[src/rtl/tsb_pkg.sv]
// Texture sampler package: sizes, command codes and the request, result and
// pipeline structs shared by every stage. No dependencies.
package tsb_pkg;

  localparam int TEXELS    = 65536;
  localparam int ADDR_W    = $clog2(TEXELS);
  localparam int SLOTS     = 8;
  localparam int SLOT_W    = 3;
  localparam int CFG_IDX_W = 4;
  localparam int FRAC      = 16;
  localparam int DIM_W     = 13;
  localparam int DIV_STEPS = FRAC + 1;
  localparam int NUM_W     = 48;
  localparam int WT_W      = 33;
  localparam int PROD_W    = 49;
  localparam int ACC_W     = 48;
  localparam int NTAP      = 4;
  localparam int NCH       = 4;

  localparam logic [2:0] CMD_WRITE = 3'd0;
  localparam logic [2:0] CMD_2D    = 3'd1;
  localparam logic [2:0] CMD_ARRAY = 3'd2;
  localparam logic [2:0] CMD_3D    = 3'd3;
  localparam logic [2:0] CMD_CUBE  = 3'd4;

  localparam logic [FRAC-1:0] HALF = FRAC'(1) << (FRAC - 1);

  typedef logic [63:0] texel_t;
  typedef logic [SLOTS-1:0][63:0] desc_arr_t;

  typedef struct packed {
    logic [2:0]         command;
    logic [3:0]         slot;
    logic signed [31:0] coord_x;
    logic signed [31:0] coord_y;
    logic signed [31:0] coord_z;
    logic [15:0]        texel_addr;
    logic signed [15:0] wr_chan0;
    logic signed [15:0] wr_chan1;
    logic signed [15:0] wr_chan2;
    logic signed [15:0] wr_chan3;
  } in_t;

  typedef struct packed {
    logic signed [15:0] rd_chan0;
    logic signed [15:0] rd_chan1;
    logic signed [15:0] rd_chan2;
    logic signed [15:0] rd_chan3;
  } out_t;

  typedef struct packed {
    logic              wr;
    logic              emit;
    logic              absent;
    logic              cube;
    logic              ma_zero;
    logic [ADDR_W-1:0] wr_addr;
    texel_t            wr_data;
    logic [DIM_W-1:0]  w;
    logic [DIM_W-1:0]  h;
    logic [ADDR_W-1:0] base;
    logic [DIM_W-1:0]  slice_a;
    logic [DIM_W-1:0]  slice_b;
    logic [FRAC-1:0]   tz;
    logic [FRAC-1:0]   u16;
    logic [FRAC-1:0]   v16;
  } front_t;

  typedef struct packed {
    logic                         wr;
    logic                         emit;
    logic                         absent;
    logic [ADDR_W-1:0]            wr_addr;
    texel_t                       wr_data;
    logic [NTAP-1:0][ADDR_W-1:0]  addr_a;
    logic [NTAP-1:0][ADDR_W-1:0]  addr_b;
    logic [NTAP-1:0][WT_W-1:0]    wt;
    logic [FRAC-1:0]              tz;
  } tap_t;

  function automatic logic [DIM_W-1:0] dim_f(input logic [DIM_W-1:0] v);
    return (v == '0) ? DIM_W'(1) : v;
  endfunction

endpackage

[src/rtl/tsb_front.sv]
// Request decode: descriptor lookup, slice and layer selection, cube face and
// division operands. Depends on tsb_pkg.
module tsb_front (
  input  logic               clk,
  input  logic               rst_n,
  input  logic               en,
  input  logic               in_v,
  input  tsb_pkg::in_t       in_d,
  input  tsb_pkg::desc_arr_t desc,
  output logic               out_v,
  output tsb_pkg::front_t    out_f,
  output logic [47:0]        num_u,
  output logic [47:0]        num_v,
  output logic [31:0]        den
);
  import tsb_pkg::*;

  logic [SLOT_W-1:0]  sl;
  logic [63:0]        d;
  logic [DIM_W-1:0]   w, h, dep, dm1;
  logic [28:0]        fw;
  logic [DIM_W-1:0]   z0, z1;
  logic signed [32:0] lay;
  logic [DIM_W-1:0]   lay_c, face_c, slice_a;
  logic [31:0]        ax, ay, az, ma_c;
  logic signed [33:0] sx, sy, sz, s, t;
  logic [2:0]         face;
  logic [33:0]        su, tv;
  logic               xpos, ypos, zpos;
  front_t             f;

  always_comb begin
    sl  = (in_d.slot > 4'd7) ? SLOT_W'(0) : in_d.slot[SLOT_W-1:0];
    d   = desc[sl];
    w   = dim_f(d[13:1]);
    h   = dim_f(d[26:14]);
    dep = dim_f(d[39:27]);
    dm1 = dep - DIM_W'(1);

    fw = 29'(in_d.coord_z[15:0]) * 29'(dm1);
    z0 = fw[28:16];
    z1 = ({1'b0, z0} + 14'd1 < {1'b0, dep}) ? z0 + DIM_W'(1) : dm1;

    lay = {in_d.coord_z[31], in_d.coord_z} + 33'sd32768;
    if (lay[32]) begin
      lay_c = '0;
    end else if (lay[32:16] > {4'b0, dm1}) begin
      lay_c = dm1;
    end else begin
      lay_c = lay[28:16];
    end

    ax = in_d.coord_x[31] ? 32'(-in_d.coord_x) : in_d.coord_x;
    ay = in_d.coord_y[31] ? 32'(-in_d.coord_y) : in_d.coord_y;
    az = in_d.coord_z[31] ? 32'(-in_d.coord_z) : in_d.coord_z;
    sx = {{2{in_d.coord_x[31]}}, in_d.coord_x};
    sy = {{2{in_d.coord_y[31]}}, in_d.coord_y};
    sz = {{2{in_d.coord_z[31]}}, in_d.coord_z};
    xpos = !in_d.coord_x[31] && (in_d.coord_x != 0);
    ypos = !in_d.coord_y[31] && (in_d.coord_y != 0);
    zpos = !in_d.coord_z[31] && (in_d.coord_z != 0);

    priority if (ax >= ay && ax >= az) begin
      ma_c = ax;
      t    = -sy;
      if (xpos) begin
        face = 3'd0;
        s    = -sz;
      end else begin
        face = 3'd1;
        s    = sz;
      end
    end else if (ay >= az) begin
      ma_c = ay;
      s    = sx;
      if (ypos) begin
        face = 3'd2;
        t    = sz;
      end else begin
        face = 3'd3;
        t    = -sz;
      end
    end else begin
      ma_c = az;
      t    = -sy;
      if (zpos) begin
        face = 3'd4;
        s    = sx;
      end else begin
        face = 3'd5;
        s    = -sx;
      end
    end
    su = 34'(s + $signed({2'b0, ma_c}));
    tv = 34'(t + $signed({2'b0, ma_c}));
    face_c = ({10'b0, face} > dm1) ? dm1 : {10'b0, face};

    unique case (in_d.command)
      CMD_ARRAY: slice_a = lay_c;
      CMD_3D:    slice_a = z0;
      CMD_CUBE:  slice_a = face_c;
      default:   slice_a = '0;
    endcase

    f.wr      = (in_d.command == CMD_WRITE);
    f.emit    = (in_d.command == CMD_2D) || (in_d.command == CMD_ARRAY) ||
                (in_d.command == CMD_3D) || (in_d.command == CMD_CUBE);
    f.absent  = !d[0];
    f.cube    = (in_d.command == CMD_CUBE);
    f.ma_zero = (ma_c == '0);
    f.wr_addr = in_d.texel_addr[ADDR_W-1:0];
    f.wr_data = {in_d.wr_chan3, in_d.wr_chan2, in_d.wr_chan1, in_d.wr_chan0};
    f.w       = w;
    f.h       = h;
    f.base    = d[40 +: ADDR_W];
    f.slice_a = slice_a;
    f.slice_b = (in_d.command == CMD_3D) ? z1 : slice_a;
    f.tz      = (in_d.command == CMD_3D) ? fw[FRAC-1:0] : '0;
    f.u16     = in_d.coord_x[FRAC-1:0];
    f.v16     = in_d.coord_y[FRAC-1:0];
  end

  always_ff @(posedge clk) begin
    if (!rst_n) begin
      out_v <= 1'b0;
    end else if (en) begin
      out_v <= in_v;
    end
  end

  always_ff @(posedge clk) begin
    if (en) begin
      out_f <= f;
      num_u <= {su[32:0], 15'b0};
      num_v <= {tv[32:0], 15'b0};
      den   <= ma_c;
    end
  end

endmodule

[config.mk]
export PLATFORM = sky130hd
export DESIGN_NAME = tsb_front
export DESIGN_NICKNAME = d
export VERILOG_FILES = /design/src/rtl/tsb_pkg.sv /design/src/rtl/tsb_front.sv
export SDC_FILE = /design/constraint.sdc
export NUM_CORES = 2
export LEC_CHECK = 0
export BUFFER_PORTS_ARGS = -buffer_cell sky130_fd_sc_hd__buf_2
export CAP_MARGIN = 20
export CORE_AREA = 5 5 401 403
export DETAILED_ROUTE_END_ITERATION = 8
export DIE_AREA = 0 0 406 408
export SLEW_MARGIN = 5
export SYNTH_ARGS = -nofsm -noshare
export SYNTH_HDL_FRONTEND = slang
export SYNTH_SLANG_ARGS = --single-unit
export TNS_END_PERCENT = 10
[constraint.sdc]
create_clock -name clk -period 41.8 [get_ports clk]
set_input_delay 8.36 -clock clk [delete_from_list [all_inputs] [get_ports clk]]
set_output_delay 8.36 -clock clk [all_outputs]
set_load 0.05 [all_outputs]
==> summary.md <==
| Metric | Value |
|---|---|
| Status | completed |
| Routed WL per cell | 31.69 um |
| Headroom to the max-slew limit | about a fifth |
| Cts bufs inserted | 38 |
| Overall Global Routing Usage | between 20% and 30% |
| Clock root buffer | clkbuf_16 |
| Top sig layer | met5 |
| First-pass GRT wire length | roughly 270000 um |
| Nets | approximately 5400 |
| Maximum VDD drop | about 160 uV |
| Fmax | ~45 MHz |
| Post_cts resized | 0 |
| Worst-Margin Slew | ~1.2 ns |
| GR Overflow Total | 0 |
| Area growth from synthesis to layout | 26.02% |
| Fin. max-slew vios | 0 |
| Distinct cells, synth | slightly above 90 |
| Clock Skews | 0 ns |
| Die area | 165600 um^2 |
| Worst skew pair latency | a little under 0.6 ns |
| Number of synthesized register bits | 300 |
| Synth async-reset ratio | 0% |
| Cell Area, Synth | approximately 32000 um^2 |
| Initial Util | between 20% and 30% |
| Die height | 408 um |
| Crit. End Element | flop |
| CORE AREA | approximately 160000 um^2 |
| Cell taking the most area after synthesis | edfxtp_1 |
| Top-count cell post-synth | nand2_1 |
| Area contributors post-synth | edfxtp_1 28%, ha_1 10%, fa_1 9.6% |
| Routed metal-1 wirelength | 87230 um |
| Post-synth top flop | edfxtp_1 |
| Clock buffer depth | 3 |
| # DRC | 0 |
| Hold-fix buffers, CTS | 0 |
| Fin. Hold Viols | 0 |
| HPWL Detailed | about 170000 um |
| Clk pin slew, worst setup/hold paths | 0.07 ns |
| Antenna violations before repair | 82 |
| Max Cap Viol | 0 |
| Rows | 146 |
| Boundary Pins | slightly above 1000 |
| LEAKAGE | approximately 18 nW |
| H-tree depth | 2 |
| DR pass1 iterations | 6 |
| Worst path slowest cell | a21oi_1 |
| Post-synth EDFFs | 299 |
| Routed Antenna Nets | 0 |
| Synth warnings | 0 |
| DRT iter0 DRCs | between 3000 and 4000 |
| Setup-failing EPs final | 0 |
| Worst Path Max Fanout | between 50 and 60 |
| Hold Crit Class | flop to flop |
| Vias | between 30000 and 40000 |
| Post-layout util | roughly a quarter |
| Metal2 WL | ~87000 um |
| IO buf count | between 900 and 1000 |
| TritonCTS clock tree | built |
| Die span in x | a little over 400 um |
| Area share of the largest cell type after synthesis | about 28% |
| Clock sink total | 300 |
| Largest net degree at the start of global routing | 73 |
| Min cycle time layout | 22.39 ns |
| Worst EP required | ~42 ns |
| RSZ-0062 raised after global routing | false |
| CP max stage delay | slightly above 0.8 ns |
| Gpl congestion | a little under 1 |
| Final Cycle Share | a little over half |
| Post-synth top cells | 436 x nand2_1, 299 x edfxtp_1, 272 x ha_1, 272 x inv_1, 180 x nor2_1 |
| Post-synthesis sequential area ratio | between 20% and 30% |
| CP Class | primary input to flop |
| Worst Path Arrival | ~23 ns |
| Met3 WL | about 17000 um |
| Power Dens Cells | 95.10 nW/um^2 |
| TNS Setup | 0 ns |
| WL final | around 200000 um |
| Syn Area/Cell | 9.373 um^2 |
| Share of cells above drive strength 1 | between 20 and 30% |
| Setup bufs post-CTS | 0 |
| CP Launch Type | primary input |
| Post-Synthesis Cells | approximately 3500 |
| Vias in the first global route | just over 30000 |
| Vias per cell | roughly 4.9 |
## through the flow
step | total power [mW] | worst slack, ns | hold slack [ns] | instance area, um^2 | cells
after floorplan | 2.629 | 22.41 | 0.7429 | 32530 | 3488
after CTS | 3.861 | 19.76 | 0.5295 | 40750 | 6410
after global placement | 3.478 | 19.18 | 0.4949 | 39440 | 6340
final | 3.886 | 19.41 | 0.5249 | 40860 | 6453
after detailed placement | 3.469 | 19.18 | 0.5217 | 39440 | 6341
after global routing | 4.214 | 18.89 | 0.5997 | 40780 | 6422
## critical path, delay by kind of cell
family | cells | cell delay (ns)
muxes | 1 | 0.42
adders and majority gates | 9 | 4.04
and+or+nand+nor | 13 | 2.35
AOI/OAI and AO/OA | 12 | 4.11
xor gates and xnor gates | 3 | 0.95
buffers and inverters | 9 | 2.38
## report_power, final
group / internal [mW] / switching (mW) / total [mW]
Combinational: 1.06 / 2.00 / 3.06
Clock: 0.203 / 0.153 / 0.356
Sequential: 0.448 / 0.0257 / 0.474
Total: 1.71 / 2.17 / 3.89
## path summary, 6_finish.rpt
kind              cells past startpoint  slack, ns         to       from
setup / recovery                     47      19.41  out_f[49]  in_d[176]
hold / removal                        2       0.52      out_v      out_v
setup reg to reg                      2      41.21      out_v      out_v
hold reg to reg                       2       0.52      out_v      out_v
## state kept, by name, indices dropped and copies added, names as in the netlist
signal,cells
out_f,201
num_u,33
num_v,33
den,32
out_v,1
## logic make-up (layout without fill, tap and decap cells)
logic type	count (synthesis)	in the layout	share of synthesized area, %
buffers and inverters	492	1342	6.105
AND/OR/NAND/NOR	1088	1088	16.30
multiplexers	146	146	7.348
AO/OA/AOI/OAI	698	698	14.09
flip-flops	300	300	27.75
other	1	73	0.01157
adder cells (fa/ha/maj)	428	428	20.13
XOR/XNOR	306	306	8.266
## layer usage
metal,track usage [%],vias up
met5,0,-
met4,11.91,28
met3,5.234,265
met2,36.15,1582
met1,31.81,15850
li1,-,14020
## placed cells by master (no fill, tap or decap), types with 32 or more instances in the layout
master,synthesis,layout
nor2_1,180,179
ha_1,272,270
a21o_1,72,71
clkbuf_16,0,38
nand3_1,78,78
and2_1,75,75
xor2_1,134,132
nand4_1,40,40
nand2_1,436,436
o31ai_1,32,32
nor2b_1,42,41
nand2b_1,34,32
o21ai_0,177,176
edfxtp_1,299,299
fa_1,156,156
buf_2,10,932
inv_1,272,272
diode_2,0,43
o221ai_1,34,34
mux2i_1,49,48
or3_1,32,32
xnor2_1,172,170
a21oi_1,171,171
mux4_2,71,71
buf_4,30,67
nor3_1,55,55
## final cells by class
class / instances / area, um^2
repair buffers: 1000 / 5182
clock inverters: 25 / 324.1
clock buffers: 44 / 983.4
inverters: 273 / 1025
fillers: 17040 / 116200
multi-input cells: 2696 / 21650
flip-flops and latches: 300 / 8999
diodes: 43 / 107.6
well taps: 2072 / 2592
No activity file was read; power rests on OpenSTA's default activity.
